==> src/rtl/core/assert_macros.svh <==
// Assertion macros used by the resolver top level.
`ifndef ASSERT_MACROS_SVH
`define ASSERT_MACROS_SVH
`ifndef NO_ASSERTIONS
`define ASSERT_CLK(label, clk, rst_n, prop) \
    label: assert property (@(posedge clk) disable iff (!rst_n) prop) \
        else $error("assertion failed");
`define ASSERT_NEVER(label, clk, rst_n, expr) \
    label: assert property (@(posedge clk) disable iff (!rst_n) !(expr)) \
        else $error("forbidden condition seen");
`else
`define ASSERT_CLK(label, clk, rst_n, prop)
`define ASSERT_NEVER(label, clk, rst_n, expr)
`endif
`endif

==> src/rtl/core/pcor_sqrt.sv <==
// Iterative integer square root, one result bit per cycle.
`timescale 1ns / 1ps
module pcor_sqrt (
    input  logic        i_clk,
    input  logic        i_rst_n,
    input  logic        i_start,
    input  logic [63:0] i_val,
    output logic        o_done,
    output logic [31:0] o_root
);
    logic [63:0] r_rem, n_rem;
    logic [31:0] r_root, n_root;
    logic [63:0] r_val;
    logic [5:0]  r_cnt;
    logic        r_busy;
    logic [65:0] w_trial;
    logic [65:0] w_rem2;

    always_comb begin
        w_rem2  = {r_rem, r_val[63:62]};
        w_trial = {32'd0, r_root, 2'b01};
        if (w_rem2 >= w_trial) begin
            n_rem  = 64'(w_rem2 - w_trial);
            n_root = {r_root[30:0], 1'b1};
        end else begin
            n_rem  = w_rem2[63:0];
            n_root = {r_root[30:0], 1'b0};
        end
    end

    always_ff @(posedge i_clk) begin
        if (!i_rst_n) begin
            r_busy <= 1'b0;
            o_done <= 1'b0;
        end else begin
            o_done <= 1'b0;
            if (i_start) begin
                r_busy <= 1'b1;
                r_cnt  <= 6'd0;
                r_rem  <= 64'd0;
                r_root <= 32'd0;
                r_val  <= i_val;
            end else if (r_busy) begin
                r_rem  <= n_rem;
                r_root <= n_root;
                r_val  <= {r_val[61:0], 2'b00};
                r_cnt  <= r_cnt + 6'd1;
                if (r_cnt == 6'd31) begin
                    r_busy <= 1'b0;
                    o_done <= 1'b1;
                end
            end
        end
    end
    assign o_root = r_root;
endmodule

==> config.mk <==
export PLATFORM = sky130hd
export DESIGN_NAME = pcor_sqrt
export DESIGN_NICKNAME = d
export VERILOG_FILES = /design/src/rtl/core/assert_macros.svh /design/src/rtl/core/pcor_sqrt.sv
export SDC_FILE = /design/constraint.sdc
export NUM_CORES = 1
export LEC_CHECK = 0
export ABC_AREA = 1
export BUFFER_PORTS_ARGS = -buffer_cell sky130_fd_sc_hd__buf_2
export CORE_ASPECT_RATIO = 0.7
export CORE_UTILIZATION = 44
export DETAILED_ROUTE_END_ITERATION = 6
export SETUP_SLACK_MARGIN = 0.1
export SLEW_MARGIN = 40
export SYNTH_ARGS = -nofsm -noshare
export SYNTH_HDL_FRONTEND = slang
export SYNTH_SLANG_ARGS = --single-unit
==> constraint.sdc <==
create_clock -name i_clk -period 23.1 [get_ports i_clk]
set_input_delay 1.155 -clock i_clk [delete_from_list [all_inputs] [get_ports i_clk]]
set_output_delay 1.155 -clock i_clk [all_outputs]
set_load 0.005 [all_outputs]
[After elaboration in Yosys (flattened, before gate mapping)]
Cells that the tools add are included.
Word-level totals
  flip-flop bits (word level): 168
  logic and storage cells: 26
Cells by class
  add/subtract/negate cells: 2
  $lt $le $gt $ge: 1
  equality and inequality tests: 1
  muxes and demuxes: 11
  bitwise operators: 2
  reduce and logical (&&, ||, !) cells: 3
Operators by type and width (number)
  $mux 64: 4
  $ge 66x34->1: 1
  $sub 64x34->64: 1
  $mux 32: 1
  $add 6x1->6 const B: 1
  $eq 6x5->1 const B: 1
  $mux 6: 1
  $mux 1: 5
  $reduce_or 3->1: 1
  $not 1->1: 2
  $reduce_and 2->1: 1
  $reduce_bool 2->1: 1

[Depth between registers and ports, before layout]
  word-level depth: 4
  gate-level depth with buffers: 17

[Least setup slack after synthesis]
Ideal clock, no wire load.
  path kind: input-to-reg
  from: input port i_start
  to: register r_root[0] (netlist: o_root[0]) (enable)
  setup time: 0.749 ns
  data arrival time: 9.560 ns
  path slack: 12.791 ns
  cell stages on the path: 4
  path buffers: 2
  cell sequence: clkbuf_1 inv_2 clkbuf_1 a21oi_1
On the way
  longest elaborated chain between the ends: 2
Ends and longest elaborated chain
  start, declared: line pcor_sqrt.sv:6  | input logic i_start,
  $reduce_bool 2->1 (no line)
  $reduce_and 2->1 (no line)
  end signal, assigned: line pcor_sqrt.sv:45  | r_root <= n_root;
  end, declared: line pcor_sqrt.sv:12  | logic [31:0] r_root, n_root;
No other way between the ends.
A chain may end at the register's enable or synchronous reset.

[Worst setup path after layout]
  from: input port i_start
  to: register r_rem[15] (enable)
On the way
  longest elaborated chain between the ends: 2
Ends and longest elaborated chain
  $reduce_bool 2->1 (no line)
  $reduce_and 2->1 (no line)
  end signal, assigned: line pcor_sqrt.sv:44  | r_rem <= n_rem;
  end, declared: line pcor_sqrt.sv:11  | logic [63:0] r_rem, n_rem;
No other way between the ends.

==> results.md <==
Critical path:
- The slack of the worst reg-to-reg path is 20.15 ns.
- The most frequent cell on the critical path is sky130_fd_sc_hd__buf_4.
- The capturing element type of the critical path is a flip-flop.
- The worst setup path is launched from a primary input.
- The number of cell instances on the worst register-to-register path is 13.
- The critical path class is in2reg.
- The largest single stage delay on the critical path is 0.66 ns.
- On the critical path, the stage with the largest delay is an instance of sky130_fd_sc_hd__buf_4.
- The maximum fanout along the worst path is 71.
- The critical path's top delay family is buffers and inverters.
- The data required time of the critical path is 23.18 ns.
- In this run the critical register-to-register path is captured at r_rem[27]$_SDFFCE_PP0P_.
- The critical path goes through buf_4 > inv_2 > a21oi_4 > buf_4 > buf_4.
- Counting both buffers and inverters, the worst setup path holds a total of 4.
- For the worst setup path, the data arrival time is 3.28 ns.
- The critical register-to-register path startpoint is o_root[23]$_SDFFCE_PP0P_.

Drt:
- The post-detailed-route count of antenna-violating nets is 0.
- The number of iterations in the first detailed-routing pass is 5.
- The first routing iteration left 746 violations.
- The detailed-route via count is 9944.
- The routed design has 30390 um of wire.
- For this run, design rule violations remaining after detail routing come to 0.
- The per-cell routed wire length is 14.51 um.
- The post-detailed-route via-to-cell ratio is 4.749.

Synthesis:
- The fraction of synthesized cell area taken by the top area cell type is 0.4292.
- For this run, the register share of the synthesized area comes to 0.4326.
- The number of flip-flops and latches in the synthesized netlist is 168.
- The synthesized area is 11610 um2.
- sky130_fd_sc_hd__edfxtp_1 takes more of the synthesized area than any other cell.
- After synthesis, the cell types taking the most area are sky130_fd_sc_hd__edfxtp_1, sky130_fd_sc_hd__nand2_1, sky130_fd_sc_hd__inv_1, sky130_fd_sc_hd__nor2_1, sky130_fd_sc_hd__ha_1.
- The number of different library cells used by synthesis comes to 34.
- The count of warnings emitted by yosys is 0.
- The synthesized netlist cell count is 1667.
- When the netlist entered floorplanning its net count stood at 1769.
- Averaged over all synthesized cells, the footprint is 6.968 um2.

Clock network:
- The tree is rooted in a sky130_fd_sc_hd__clkbuf_16.
- In this run, CTS created clock tree buffers numbering 17.
- Gates resized during post-CTS repair numbered 0.
- Clock-pin slew was measured on the worst setup and hold paths at 0.07 ns.
- The number of levels in the clock H-tree is 4.
- The clock latency of the later-clocked register in the worst-skew pair is 0.45 ns.
- In this run the post-CTS setup repair buffer count came out at 0.
- For this design, the CTS-stage hold fixing added 0 buffers.
- No sink is reached through more buffers than the 2 on the longest clock path.
- TritonCTS built the clock tree.
- The CTS sink count is 168.

Global routing:
- For met3 alone, demand over resource in global routing was 0.05447.
- Entering global routing, the biggest net connects 99 pins.
- The number of global-route vias before repair is 9160.
- The layer with the highest usage is met1.
- The met1 track demand over resource in global routing is 0.3567.
- The global-route wire length before repair is 48750 um.
- Across every metal layer, demand over resource in global routing totals 0.2365.
- The met2 global-route usage is 0.3391.
- The initial antenna violation count is 0.
- The aggregate global routing overflow is 0.

Place:
- The total placed instance area is 12190 um2.
- The cell count after placement is 2062.
- Timing analysis after detailed placement gives a worst setup slack of 19.37 ns.
- Input and output buffers added on the ports amount to 99.
- At the end of routability-driven placement, the weighted congestion stood at 0.9768.
- The placed wire-length estimate after detailed placement is 22970 um.

STA:
- Hold is met by 0.5051 ns.
- Setup repair after global routing left no endpoint under its margin.
- In the finished design, the share of the clock period the worst path needs comes to 0.1389.
- The highest attainable clock frequency is 311.8 MHz.
- The smallest setup slack after layout is 19.89 ns.
- On the final layout, the worst clock skew is 0.01026 ns.
- The remaining max-slew budget at the tightest pin is 0.4718.
- The post-route minimum period is 3.208 ns.
- The number of max-slew violations in the final report is 0.
- The final number of setup-violating endpoints is 0.
- The number of hold violations in the final report came to 0.
- Setup total negative slack on the finished layout was measured at 0 ns.
- The actual slew at the worst max-slew pin is 0.7915 ns.

Power and ir drop:
- The standby leakage power is 6.378 nW.
- The total design power is 846.6 uW.
- The power density relative to cell area is 66.54 nW/um2.
- Across the VDD grid, the largest voltage drop is 53.71 uV.

Die:
- The site row count is 49.
- The core area is 25810 um2.
- Measured along the y axis, the die boundary spans 137.9 um.
- From left edge to right edge, the die measures 196.2 um.
- The initial utilization of the core area, before any placement, comes to 0.4500.
- In this run the count of I/O pins placed on the die edge is 100.
- The floorplan step defined a die boundary enclosing 27060 um2.

Job:
- Across the run, the number of max-cap violations was 0.

Hold path:
- The end of the worst hold path is r_val[21]$_DFFE_PP_.
- The path class of the tightest hold or removal check is reg2reg.
- The launch instance of the worst min-delay path is r_val[19]$_DFFE_PP_.
- The hold-critical path depth is 2.

Layout:
- Excluding fillers, the count of instances in the completed layout stands at 2094.
- In the final layout, the share of cells above drive strength 1 is 0.08981.
- After filler insertion, the fill cell instance count of the layout stands at 2650.
- The final layout contains 1826 nets.
- Relative to the synthesized area, the layout overhead comes to 9.534%.
- The antenna diode count is 0.
- The area of all placed cells without fillers is 12720 um2.
- Measured on the finished design, the core utilization comes to 0.4929.

Outcome:
- The run finished with clean final reports.
## placed cells by master, fill, tap and decap left out, types with 10 or more instances in the layout
cell	count
sky130_fd_sc_hd__nand2_1	702
sky130_fd_sc_hd__inv_1	248
sky130_fd_sc_hd__nor2_1	239
sky130_fd_sc_hd__edfxtp_1	166
sky130_fd_sc_hd__buf_2	98
sky130_fd_sc_hd__nand3_1	48
sky130_fd_sc_hd__a21oi_1	36
sky130_fd_sc_hd__ha_1	35
sky130_fd_sc_hd__xnor2_1	26
sky130_fd_sc_hd__nor3_1	24
sky130_fd_sc_hd__clkbuf_16	17
sky130_fd_sc_hd__nand3b_1	12
sky130_fd_sc_hd__o21ai_0	10
sky130_fd_sc_hd__nand4_1	10
## how the worst max path moves through the flow
stage,endpoint,start,depth (start not counted)
after detailed placement,o_root[18]$_SDFFCE_PP0P_,i_start,5
after CTS,o_root[8]$_SDFFCE_PP0P_,i_start,5
after global placement,o_root[17]$_SDFFCE_PP0P_,i_start,5
final,r_rem[15]$_SDFFCE_PP0P_,i_start,5
after floorplan,o_root[0]$_SDFFCE_PP0P_,i_start,4
after global routing,o_root[8]$_SDFFCE_PP0P_,i_start,5
## where the power goes
part / switching (mW) / internal (mW)
combinational: 0.133 / 0.0660
clock: 0.133 / 0.138
sequential: 0.0126 / 0.365
## synthesized netlist by cell type, drive strengths merged
library cell    n
a21o            2
a21oi          38
and2            3
and3            1
buf            42
clkbuf         24
dfxtp           2
edfxtp        166
ha             35
inv           253
nand2         706
nand3          49
nand3b         12
nand4          10
nor2          248
nor3           25
nor4            3
o21a            1
o21ai          14
o21bai          4
xnor2          26
xor2            3
## cell families after synthesis
group | Yosys count | synth area share
compound gates | 59 | 0.02725
xor+xnor | 29 | 0.02187
fa+ha+maj | 35 | 0.03770
buf+inv | 319 | 0.1189
flops | 168 | 0.4326
simple gates | 1057 | 0.3616
## sequential cells by signal (all words and copies together), names as in the netlist
register  flops
o_done        1
o_root       32
r_busy        1
r_cnt         6
r_rem        64
r_val        64
## layer usage
layer,vias to the layer above,part of all wire,routed length [um]
met1,4472,0.53,16150
met3,29,0.062,1874
met4,0,0.012,378
li1,5217,-,-
met5,-,0,0
met2,226,0.39,11980
## cell type report
type	instances	area (um2)	area share
clock inverter	15	103.9	0.008163
clock buffer	17	425.4	0.03344
multi-input combinational	1180	5229	0.4110
sequential	168	5025	0.3950
inverter	253	949.7	0.07465
timing repair buffer	104	543.0	0.04268
tap	357	446.7	0.03511
## worst reg2reg max path: stages, from the launching register on
cell	delay [ns]
sky130_fd_sc_hd__edfxtp_1	0.40
sky130_fd_sc_hd__inv_1	0.09
sky130_fd_sc_hd__ha_1	0.28
sky130_fd_sc_hd__a21oi_1	0.32
sky130_fd_sc_hd__nand2_1	0.12
sky130_fd_sc_hd__o21bai_1	0.25
sky130_fd_sc_hd__nand2_1	0.10
sky130_fd_sc_hd__nand2_1	0.10
sky130_fd_sc_hd__inv_1	0.07
sky130_fd_sc_hd__nand2_1	0.08
sky130_fd_sc_hd__nor2_2	0.61
sky130_fd_sc_hd__nand2_1	0.13
sky130_fd_sc_hd__nand2_1	0.09
sky130_fd_sc_hd__nor2_1	0.07
No activity file was read; power rests on OpenSTA's default activity.
