**src/rtl/core/assert_macros.svh**
```systemverilog
// Assertion macros used by the resolver top level.
`ifndef ASSERT_MACROS_SVH
`define ASSERT_MACROS_SVH
`ifndef NO_ASSERTIONS
`define ASSERT_CLK(label, clk, rst_n, prop) \
    label: assert property (@(posedge clk) disable iff (!rst_n) prop) \
        else $error("assertion failed");
`define ASSERT_NEVER(label, clk, rst_n, expr) \
    label: assert property (@(posedge clk) disable iff (!rst_n) !(expr)) \
        else $error("forbidden condition seen");
`else
`define ASSERT_CLK(label, clk, rst_n, prop)
`define ASSERT_NEVER(label, clk, rst_n, expr)
`endif
`endif

```
**src/rtl/core/pcor_div.sv**
```systemverilog
// Restoring divider, 64 by 32 bits, one quotient bit per cycle.
`timescale 1ns / 1ps
module pcor_div (
    input  logic        i_clk,
    input  logic        i_rst_n,
    input  logic        i_start,
    input  logic [63:0] i_num,
    input  logic [31:0] i_den,
    output logic        o_done,
    output logic [63:0] o_quo
);
    logic [63:0] r_q;
    logic [31:0] r_r;
    logic [31:0] r_d;
    logic [6:0]  r_cnt;
    logic        r_busy;
    logic [32:0] w_sh;

    assign w_sh = {r_r, r_q[63]};

    always_ff @(posedge i_clk) begin
        if (!i_rst_n) begin
            r_busy <= 1'b0;
            o_done <= 1'b0;
        end else begin
            o_done <= 1'b0;
            if (i_start) begin
                r_busy <= 1'b1;
                r_q    <= i_num;
                r_r    <= 32'd0;
                r_d    <= i_den;
                r_cnt  <= 7'd0;
            end else if (r_busy) begin
                if (w_sh >= {1'b0, r_d}) begin
                    r_r <= 32'(w_sh - {1'b0, r_d});
                    r_q <= {r_q[62:0], 1'b1};
                end else begin
                    r_r <= w_sh[31:0];
                    r_q <= {r_q[62:0], 1'b0};
                end
                r_cnt <= r_cnt + 7'd1;
                if (r_cnt == 7'd63) begin
                    r_busy <= 1'b0;
                    o_done <= 1'b1;
                end
            end
        end
    end
    assign o_quo = r_q;
endmodule

```
**config.mk**
```make
export PLATFORM = sky130hd
export DESIGN_NAME = pcor_div
export DESIGN_NICKNAME = d
export VERILOG_FILES = /design/src/rtl/core/assert_macros.svh /design/src/rtl/core/pcor_div.sv
export SDC_FILE = /design/constraint.sdc
export NUM_CORES = 1
export LEC_CHECK = 0
export BUFFER_PORTS_ARGS = -buffer_cell sky130_fd_sc_hd__clkbuf_2
export CAP_MARGIN = 40
export CORE_MARGIN = 5
export CORE_UTILIZATION = 59
export DETAILED_ROUTE_END_ITERATION = 16
export HOLD_SLACK_MARGIN = 0.03
export MAX_ROUTING_LAYER = met4
export PLACE_DENSITY = 0.81
export SLEW_MARGIN = 20
export SYNTH_ARGS = -nofsm -noshare
export SYNTH_HDL_FRONTEND = slang
export SYNTH_SLANG_ARGS = --single-unit
```
**constraint.sdc**
```tcl
create_clock -name i_clk -period 8.6 [get_ports i_clk]
set_input_delay 0.43 -clock i_clk [delete_from_list [all_inputs] [get_ports i_clk]]
set_output_delay 0.43 -clock i_clk [all_outputs]
set_load 0.05 [all_outputs]
```
* Word-level counts from Yosys, hierarchy flattened
Index checks and enable logic that the tools add are counted.
Word-level totals: input bits 99, logic and storage cells 26, register bits after elaboration 137
Operators by class: magnitude comparators 1, bitwise gates (word level) 2, add/sub/neg operators 2, mux-type cells 10, reduce and logical (&&, ||, !) cells 4, eq/ne operators 1
Operators by type and width (count):
- $mux 64 | 2
- $mux 32 | 2
- $ge 33x32->1 | 1
- $sub 32x32->32 | 1
- $add 7x1->7 const B | 1
- $eq 7x6->1 const B | 1
- $mux 7 | 1
- $mux 1 | 5
- $reduce_and 2->1 | 2
- $reduce_or 3->1 | 1
- $not 1->1 | 2
- $reduce_bool 2->1 | 1

* Logic depth before layout (Yosys ltp)
Gate-level depths: netlist (run 1).
depth after elaboration 4, depth in mapped cells 13, gate-level depth less buffers 11

* Worst setup path before layout (run 1)
OpenSTA, ideal clock, no wires.
kind input -> register, start in i_start, end reg r_q[0], in the netlist o_quo[0] (enable), path buffers 2, stages on the path 3, data arrival time 3.291 ns, data required time 8.129 ns, library setup time 0.471 ns, slack 4.838 ns, cells stage by stage clkbuf_1 clkbuf_1 o21a_1
Between the ends: cells in the longest elaborated chain, start to end 2
RTL lines:
- start: declaration | RTL line pcor_div.sv:6 | input logic i_start,
- $reduce_bool 2->1 (no source line)
- $reduce_and 2->1 (no source line)
- end signal: assignment | RTL line pcor_div.sv:29 | r_q <= i_num;
- end signal: assignment | RTL line pcor_div.sv:36 | r_q <= {r_q[62:0], 1'b1};
- end signal: assignment | RTL line pcor_div.sv:39 | r_q <= {r_q[62:0], 1'b0};
- end: declaration | RTL line pcor_div.sv:12 | logic [63:0] r_q;
No other way between the ends. A chain may end at the register's enable or synchronous reset.

* Worst setup path after layout (run 1)
start reg r_r[25], end reg r_q[0], in the netlist o_quo[0], data pin
Between the ends: cells in the longest elaborated chain, start to end 4
RTL lines:
- start: declaration | RTL line pcor_div.sv:13 | logic [31:0] r_r;
- start signal: assignment | RTL line pcor_div.sv:35 | r_r <= 32'(w_sh - {1'b0, r_d});
- start signal: assignment | RTL line pcor_div.sv:38 | r_r <= w_sh[31:0];
- $ge 33x32->1 | RTL line pcor_div.sv:34 | if (w_sh >= {1'b0, r_d}) begin
- $mux 1 | RTL line pcor_div.sv:34
- $mux 64 | RTL line pcor_div.sv:33 | end else if (r_busy) begin
- $mux 64 | RTL line pcor_div.sv:27 | if (i_start) begin
No other way between the ends. The select of a mux whose other input is x is not followed.

==> results of run 1 <==
area by class of cell:
class	count	area, µm²	area share, %
timing repair buffer	168	867.1	9.404
clock buffer	18	429.2	4.655
tap	172	215.2	2.334
sequential	137	4094	44.40
inverter	40	150.1	1.628
clock inverter	14	170.2	1.846
multi-input combinational	448	3294	35.73
registers in the layout (all words and copies together), names as in the netlist:
| register | count |
|---|---|
| r_d | 32 |
| o_quo | 64 |
| r_r | 32 |
| o_done | 1 |
| r_cnt | 7 |
| r_busy | 1 |
per-layer routing:
metal  GRT usage, %  wire length, µm  vias to the layer above
li1               -                -                     2798
met1          32.88             7775                     2915
met3          8.538             1641                       29
met5              -                0                        -
met2          42.89             9715                      287
met4          8.077              327                        0
metrics by stage:
step / worst slack [ns] / hold slack [ns]
floorplan: 4.838 / 0.4145
global placement: 4.716 / 0.4336
detailed placement: 5.057 / 0.4541
CTS: 5.026 / 0.1626
global route: 4.880 / 0.1614
finish: 4.989 / 0.1740
power groups by stage:
stage | logic (mW) | registers (mW) | clock network, mW
6_report | 0.483 | 0.828 | 0.752
5_1_grt | 0.524 | 0.833 | 0.784
4_1_cts | 0.479 | 0.828 | 0.758
3_5_place_dp | 0.473 | 0.840 | 0
3_3_place_gp | 0.458 | 0.838 | 0
2_1_floorplan | 0.294 | 0.904 | 0
kinds of logic after synthesis:
group,after synthesis,synth area share [%]
AND/OR/NAND/NOR,155,10.16
XOR/XNOR,22,2.515
AO/OA/AOI/OAI,173,15.01
adder cells (fa/ha/maj),34,5.650
buffers and inverters,72,3.837
multiplexers,64,9.406
flip-flops,137,53.43
Yosys cell counts, types with 3 or more instances:
library cell and n:
nor2_1 26, inv_1 40, or3_1 8, a21oi_1 53, nand3_1 39, buf_1 4
nor2b_1 5, o2111ai_1 5, buf_4 3, o211ai_1 5, edfxtp_1 135, xnor2_1 12
o21a_1 9, buf_2 10, and4_1 3, o22ai_1 4, o31ai_1 3, o21ai_1 5
a21o_1 16, a211oi_1 8, nand2_1 32, a211oi_2 8, nand2b_1 3, nor3_1 13
nand4_1 6, xor2_1 10, mux2_2 64, clkbuf_1 15, and3_1 6, o21ai_0 35
ha_1 33, a31oi_1 5, and2_1 4
critical path, stage by stage (launching register included):
cell and delay (ns):
edfxtp_1 0.40, ha_1 0.38, a21o_1 0.22, a21o_1 0.18
a21oi_1 0.29, nor2_1 0.08, o21ai_1 0.19, and3_1 0.58
buf_8 0.24, nand2_1 0.39, mux2_2 0.43
worst max path at each step:
stage | startpoint | endpoint | depth (start not counted)
floorplan | i_start | o_quo[0] | 3
global placement | r_r[25] | o_quo[0] | 9
detailed placement | r_r[25] | o_quo[0] | 10
CTS | r_r[25] | o_quo[0] | 10
global route | r_r[25] | o_quo[0] | 10
finish | r_r[25] | o_quo[0] | 10
cells in the final DEF (no fill, tap or decap), types with 4 or more instances in the layout:
master,synthesis,final
mux2_2,64,64
xor2_1,10,10
or3_1,8,8
buf_4,3,4
xnor2_1,12,12
clkinvlp_4,0,4
o2111ai_1,5,5
o21a_1,9,8
a21oi_1,53,53
o211ai_1,5,5
and2_1,4,4
o22ai_1,4,4
nand2_1,32,32
clkbuf_16,0,17
a21o_1,16,16
a211oi_1,8,8
nand4_1,6,6
nor2_1,26,26
nor3_1,13,13
ha_1,33,33
nand3_1,39,38
nor2b_1,5,5
clkbuf_2,0,162
a31oi_1,5,5
o21ai_0,35,35
edfxtp_1,135,135
inv_1,40,40
o21ai_1,5,5
a211oi_2,8,7
and3_1,6,6
==> impl_metrics.yaml, run 1 <==
clock_tree:
  htreeDepth: 4
  postCtsHoldBufs: 0
  cts.sinks: 137
  cts-resized-gates: 0
  root_buffer: "clkbuf_16"
  clk_pin_slew_ns: 0.07
  cts_tree: "yes"
  numCtsBuffers: 17
  postCtsSetupBuffers: 0
  cts_buffer_depth: 2
  clock_latency_ns: 0.43
die:
  die_h_um: 124.0
  ios: 164
  start_util_pct: 60.47
  fp.coreArea_um2: 12670
  die_w_um: 124.0
  die_area_um2: 15370
  rows: 41
sta:
  finalCritPeriodShare_pct: 41.99
  finalHoldViolations: 0
  drv_slew: 0
  fin_setup_tns_ns: 0
  finalCriticalPeriod_ns: 3.611
  tightestPinTransition_ns: 0.8223
  finClkSkew_ns: 0.01114
  max_freq_mhz: 276.9
  relSlewSlack_pct: 44.85
  finalSetupViolCount: 0
  rsz0062_at_grt: "no"
cells_and_area:
  layout.cells.non_filler: 997
  finalNetCount: 945
  n_fill_cell: 852
  antenna_cells: 0
  final_area_um2: 9220
  fin_util_pct: 72.77
  synthToLayoutAreaGrowth_pct: 20.33
  layout-drive-gt1-share_pct: 33.94
global_route:
  antenna_found_initial: 0
  grt.total_usage_pct: 26.80
  grt_pass1_wl_mm: 30.60
  grt_pass1_vias: 6055
  grt_max_degree: 61
  overflow: 0
synthesis:
  synth_top_area_share_pct: 52.91
  syn_inst: 657
  synthesis.nets: 790
  yosysSeqAreaShare_pct: 53.43
  syn_area_per_cell_um2: 11.66
  synth_edf_count: 135
  synth-main-ff-cell: "edfxtp_1"
  synth-async-reset-ratio_pct: 0
  synth_top_area_cell: "edfxtp_1"
  yosysWarnings: 0
  netlist_area_um2: 7662
  ys_ff_latch: 137
  netlist_top_cells_area: "edfxtp_1, mux2_2, ha_1"
  yosys.cell_types.count: 56
power:
  switching_share_pct: 30.46
  p_int_mw: 1.435
  powerDensity_nw_per_um2: 223.7
  switching_power_mw: 0.6283
  seqPwrFrac_pct: 40.1
  cellLeakagePower_nw: 3.732
  combPwrFrac_pct: 23.4
  peakVddDrop_v: 0.0001693
  power_frac_clock_pct: 36.5
  p_total_mw: 2.063
worst_setup_path:
  critPathMaxFanout: 15
  crit_arrival_ns: 3.79
  cp_data_required_time_ns: 8.78
  endpoint_kind: "register"
  rrSetupSlack_ns: 4.99
  rr_endpoint: "o_quo[0]"
  cp-start-kind: "register"
  worstSetupPathType: "register to register"
  r2r_cells: 10
  reg2reg_from: "r_r[25]"
detailed_routing:
  wire_per_inst_um: 19.52
  routed_via_density: 6.047
  drt-total-wl_mm: 19.46
  num_vias: 6029
  ant_nets: 0
  drc: 0
  drt_pass1_iterations: 7
  drt_iter0_markers: 546
place:
  dp.final_hpwl_mm: 13.43
  post_dp_cell_area_um2: 8621
  dp_cells: 965
  numPortBuffers: 163
  routabilityCongestion: 0.9410
min_path:
  hold-path-endpoint: "r_d[6]"
  hold_depth: 1
  hold_start: "i_den[6]"
  min_path_type: "primary input to register"
run:
  drv_cap: 0
run_status:
  status: "completed"
(Power assumes the default switching activity.)
==> inputs of run 2 (changes only) <==
- CORE_UTILIZATION: 59 -> 50
- PLACE_DENSITY: 0.81 -> 0.73
- clock period: 8.6 -> 3.01 ns (I/O delays scaled with it)
==> impl_metrics.yaml, run 2 (synthesis results as in run 1) <==
run_status:
  status: "completed"
clock_tree:
  root_buffer: "clkbuf_16"
  clock_latency_ns: 0.42
  numCtsBuffers: 17
  cts_tree: "yes"
  htreeDepth: 4
  cts.sinks: 137
  cts_buffer_depth: 2
  clk_pin_slew_ns: 0.06
sta:
  max_freq_mhz: 335.3
  rsz0062_at_grt: "yes"
  drv_slew: 0
  finalSetupViolCount: 0
  finalCritPeriodShare_pct: 99.08
  finalCriticalPeriod_ns: 2.982
  finalHoldViolations: 0
  relSlewSlack_pct: 53.39
  finClkSkew_ns: 0.01511
  tightestPinTransition_ns: 0.6992
  setup_ws_ns: 0.02774
die:
  start_util_pct: 50.78
  die_h_um: 133.8
  ios: 164
  fp.coreArea_um2: 15090
  die_area_um2: 17900
  die_w_um: 133.8
  rows: 45
run:
  drv_cap: 0
cells_and_area:
  layout.cells.non_filler: 1118
  final_area_um2: 10250
  synthToLayoutAreaGrowth_pct: 33.80
  finalNetCount: 1051
  layout-drive-gt1-share_pct: 35.05
  layout_commonest_cell: "clkbuf_2"
  layout_common_cells: "clkbuf_2, edfxtp_1, mux2_2, dlygate4sd3_1, a21oi_1"
  seqCellArea_um2: 4094
  largest_reg_flops: 64
  multiInputGateArea_um2: 3328
  antenna_cells: 0
  n_fill_cell: 1098
place:
  post-place-ws_ns: -0.09791
  routabilityCongestion: 0.9814
  dp.final_hpwl_mm: 14.36
  numPortBuffers: 163
  dp_cells: 1019
  post_dp_cell_area_um2: 8940
detailed_routing:
  wire_per_inst_um: 18.91
  drt_iter0_markers: 432
  ant_nets: 0
  drt_pass1_iterations: 5
  drc: 0
  num_vias: 6378
  routed_via_density: 5.705
  drt-total-wl_mm: 21.14
worst_setup_path:
  r2r_cells: 11
  critPathMaxFanout: 14
  worstSetupPathType: "register to register"
  reg2reg_from: "r_r[3]"
  cp_data_required_time_ns: 3.18
  crit_arrival_ns: 3.15
  rrSetupSlack_ns: 0.03
  endpoint_kind: "register"
  cp-start-kind: "register"
  rr_endpoint: "o_quo[0]"
global_route:
  grt_pass1_wl_mm: 34.17
  grt_max_degree: 56
  antenna_found_initial: 0
  overflow: 0
  grt.total_usage_pct: 24.63
  grt_pass1_vias: 6875
power:
  powerDensity_nw_per_um2: 590.9
  peakVddDrop_v: 0.0004875
  p_total_mw: 6.059
  cellLeakagePower_nw: 4.210
min_path:
  min_path_type: "primary input to register"
  hold_depth: 2
  hold-path-endpoint: "o_quo[59]"
  hold_start: "i_num[59]"
## run 2: cell types whose count changed in the layout (fill, tap and decap cells not counted), sizes merged
cell / delta
dlygate4sd3: +64
buf: +42
clkbuf: +2
clkinv: -1
clkinvlp: -1
inv: -1
## run 2: timing repair
item,in CTS,in global routing
buffers inserted,0,3
setup endpoints to repair,21,27
hold buffers,63,1
hold endpoints to repair,63,1
gates resized for setup,1,9
pin swaps,0,1
## run 2: layout make-up
| class | instances | area share, % |
|---|---|---|
| multi-input cells | 448 | 32.46 |
| repair buffers | 274 | 18.16 |
| clock buffers | 20 | 4.259 |
| flip-flops and latches | 137 | 39.93 |
| well taps | 188 | 2.294 |
| inverters | 40 | 1.464 |
| clock inverters | 11 | 1.428 |
## run 2: worst max-delay path by stage
stage	start	endpoint	cells past startpoint
4_1_cts	r_r[3]	o_quo[0]	11
2_1_floorplan	o_quo[63]	r_r[30]	11
3_5_place_dp	r_r[17]	r_r[8]	10
6_report	r_r[3]	o_quo[0]	11
5_1_grt	r_r[3]	o_quo[0]	11
3_3_place_gp	r_r[16]	r_r[8]	10
## run 2: critical path, stage by stage (launching register included)
cell and delay [ns]:
edfxtp_1 0.40, ha_2 0.35, a21o_1 0.18, a31o_1 0.21
o21a_1 0.23, o21ba_4 0.24, o21ai_4 0.18, buf_4 0.15
a211o_4 0.23, nand2_1 0.09, buf_4 0.20, mux2_2 0.26
## run 2: power breakdown
group	switching [mW]	internal (mW)	total [mW]
Clock	0.805	1.30	2.10
Sequential	0.0787	2.29	2.37
Combinational	0.929	0.656	1.58
## run 2: per-layer routing
metal	part of all wire, %	global-route usage (%)
met1	39	27.81
met2	51	42.14
met3	7.0	6.227
met4	2.9	9.600
met5	0	-
## run 2: per-stage QoR
step	TNS, ns	util, %	hold slack, ns
final	0	67.94	0.03703
after global routing	-0.09194	67.94	0.03354
after CTS	0	67.34	0.03057
after detailed placement	-1.024	59.25	0.3293
after global placement	0	59.25	0.3271
after floorplan	0	-	0.2494
==> inputs of run 3 (changes only) <==
- ABC_AREA: default -> 1
- CORE_UTILIZATION: 50 -> 51
==> impl_metrics.yaml, run 3 <==
power:
  peakVddDrop_v: 0.0003955
  powerDensity_nw_per_um2: 544.8
  cellLeakagePower_nw: 5.756
place:
  dp.final_hpwl_mm: 16.17
  routabilityCongestion: 1.013
  numPortBuffers: 163
  post_dp_cell_area_um2: 9577
  post-place-ws_ns: 0.3259
sta:
  relSlewSlack_pct: 59.41
  max_freq_mhz: 372.8
  fin_setup_tns_ns: 0
  finalHoldViolations: 0
  setup_ws_ns: 0.3276
  rsz0062_at_grt: "no"
  drv_slew: 0
  finClkSkew_ns: 0.01145
  finalCritPeriodShare_pct: 89.12
  finalCriticalPeriod_ns: 2.682
  tightestPinTransition_ns: 0.6088
  finalSetupViolCount: 0
global_route:
  grt_max_degree: 98
  overflow: 0
  antenna_found_initial: 0
  grt.total_usage_pct: 25.61
  grt_pass1_vias: 7833
  grt_pass1_wl_mm: 38.93
min_path:
  hold_depth: 3
  min_path_type: "primary input to register"
  hold_start: "i_num[31]"
  hold-path-endpoint: "o_quo[31]"
detailed_routing:
  ant_nets: 0
  drt_pass1_iterations: 5
  routed_via_density: 4.889
  drt_iter0_markers: 526
  drc: 0
  wire_per_inst_um: 14.87
  drt-total-wl_mm: 23.85
  num_vias: 7842
cells_and_area:
  seqCellArea_um2: 4094
  layout_common_cells: "nand2_1, inv_1, clkbuf_2"
  layout-drive-gt1-share_pct: 17.93
  n_fill_cell: 1327
  final_area_um2: 11100
  finalNetCount: 1503
  largest_reg_flops: 64
  layout_commonest_cell: "nand2_1"
  multiInputGateArea_um2: 3660
  synthToLayoutAreaGrowth_pct: 29.98
run_status:
  status: "completed"
worst_setup_path:
  cp_data_required_time_ns: 3.29
  critPathMaxFanout: 24
  cp-start-kind: "register"
  rrSetupSlack_ns: 0.33
  reg2reg_from: "r_r[26]"
  path_delay_family: "buffers and inverters"
  r2r_cells: 12
  cpMostUsedCell: "nand2_1"
  max_stage_delay_ns: 0.43
  cp.buffers_inverters: 3
  crit_path_cell_trace: "ha_1, nand2_1, inv_1, nand2_1, nand2_1, a21oi_1, nand3_2, inv_2, nand2_8, inv_6, nor2_1, nor2_1"
  crit_path_top_delay_cell: "inv_2"
  crit_arrival_ns: 2.96
  endpoint_kind: "register"
  rr_endpoint: "r_r[26]"
  worstSetupPathType: "register to register"
synthesis:
  syn_area_per_cell_um2: 7.683
  netlist_top_cells_count: "nand2_1, inv_1, edfxtp_1, nor2_1, ha_1"
  synth-main-ff-cell: "edfxtp_1"
  synth_most_common_cell: "nand2_1"
  synthesis.nets: 1245
  yosys.cell_types.count: 36
  netlist_area_um2: 8543
  syn_inst: 1112
  yosysWarnings: 0
  ys_ff_latch: 137
  yosysSeqAreaShare_pct: 47.92
  synth-async-reset-ratio_pct: 0
  synth_top_area_cell: "edfxtp_1"
  synth_edf_count: 135
  synth_top_area_share_pct: 47.45
  netlist_top_cells_area: "edfxtp_1, nand2_1, inv_1"
die:
  die_w_um: 139.4
  rows: 47
  start_util_pct: 51.70
  fp.coreArea_um2: 16520
  ios: 164
  die_area_um2: 19440
  die_h_um: 139.4
clock_tree:
  root_buffer: "clkbuf_16"
  cts_tree: "yes"
  postCtsSetupBuffers: 0
  htreeDepth: 4
  cts.sinks: 137
  clock_latency_ns: 0.43
  cts_buffer_depth: 2
  clk_pin_slew_ns: 0.06
  numCtsBuffers: 17
run:
  drv_cap: 0
run 3: cell types whose count changed in the layout (fill, tap and decap cells not counted), sizes merged, moves of 16 or more:
cell and change:
mux2 -64, nand2 +470, nand3b +20, a21o -16, o21ai -38, buf -42
inv +140, a211oi -16, a21oi -32, dlygate4sd3 +32, nor2 +88
run 3: worst max-delay path by stage:
stage / startpoint / end / slack, ns / cells after the start
final: r_r[26] / r_r[26] / 0.33 / 12
after global routing: r_r[22] / r_r[26] / 0.11 / 14
after CTS: r_r[23] / r_r[26] / 0.30 / 14
after detailed placement: r_r[21] / r_r[26] / 0.33 / 14
after global placement: r_r[25] / o_quo[0] / 0.38 / 11
after floorplan: i_start / o_quo[0] / 0.13 / 4
run 3: worst min-delay path, stage by stage:
cell and delay (ns):
clkbuf_2 0.09, nand2_1 0.05, nand2_1 0.09
run 3: stage by stage:
step | utilization (%) | std cells | total power [mW] | hold slack, ns
floorplan | - | 1112 | 3.547 | 0.2494
global placement | 57.95 | 1475 | 3.897 | 0.3278
detailed placement | 57.95 | 1475 | 3.918 | 0.3291
CTS | 67.18 | 1603 | 6.049 | 0.03202
global route | 67.18 | 1603 | 6.350 | 0.07067
finish | 67.20 | 1604 | 6.049 | 0.07034
run 3: kinds of logic (layout without fill, tap and decap cells):
| group | after synthesis | in the layout | synth area share, % |
|---|---|---|---|
| and+or+nand+nor | 696 | 696 | 34.26 |
| xor gates and xnor gates | 16 | 16 | 1.640 |
| adders and majority gates | 34 | 34 | 5.067 |
| other | 0 | 1 | 0 |
| AOI/OAI and AO/OA | 28 | 28 | 1.743 |
| buffers and inverters | 201 | 472 | 9.373 |
| DFF | 137 | 137 | 47.92 |
run 3: report_power, final:
| group | internal, mW | switching [mW] |
|---|---|---|
| clock network | 1.15 | 0.897 |
| registers | 2.29 | 0.0729 |
| logic | 0.561 | 1.08 |
| total | 4.00 | 2.05 |
run 3: what timing repair did:
action,4_1_cts,5_1_grt
hold buffers,96,0
resized for setup,0,0
hold endpoints to repair,96,0
run 3: layer usage:
metal | share of wire (%) | up-vias | track usage (%) | wire [µm]
li1 | - | 3956 | - | -
met1 | 41 | 3506 | 31.30 | 9809
met2 | 49 | 336 | 42.57 | 11580
met3 | 8.0 | 44 | 6.072 | 1905
met4 | 2.3 | 0 | 7.415 | 549
met5 | 0 | - | - | 0
run 3: area by class of cell:
class,instances,area share [%]
Sequential cell,137,36.87
Multi-Input combinational cell,774,32.96
Timing Repair Buffer,265,16.63
Inverter,175,5.961
Clock buffer,17,3.831
Tap cell,220,2.479
Clock inverter,15,1.251
Antenna cell,1,0.02254
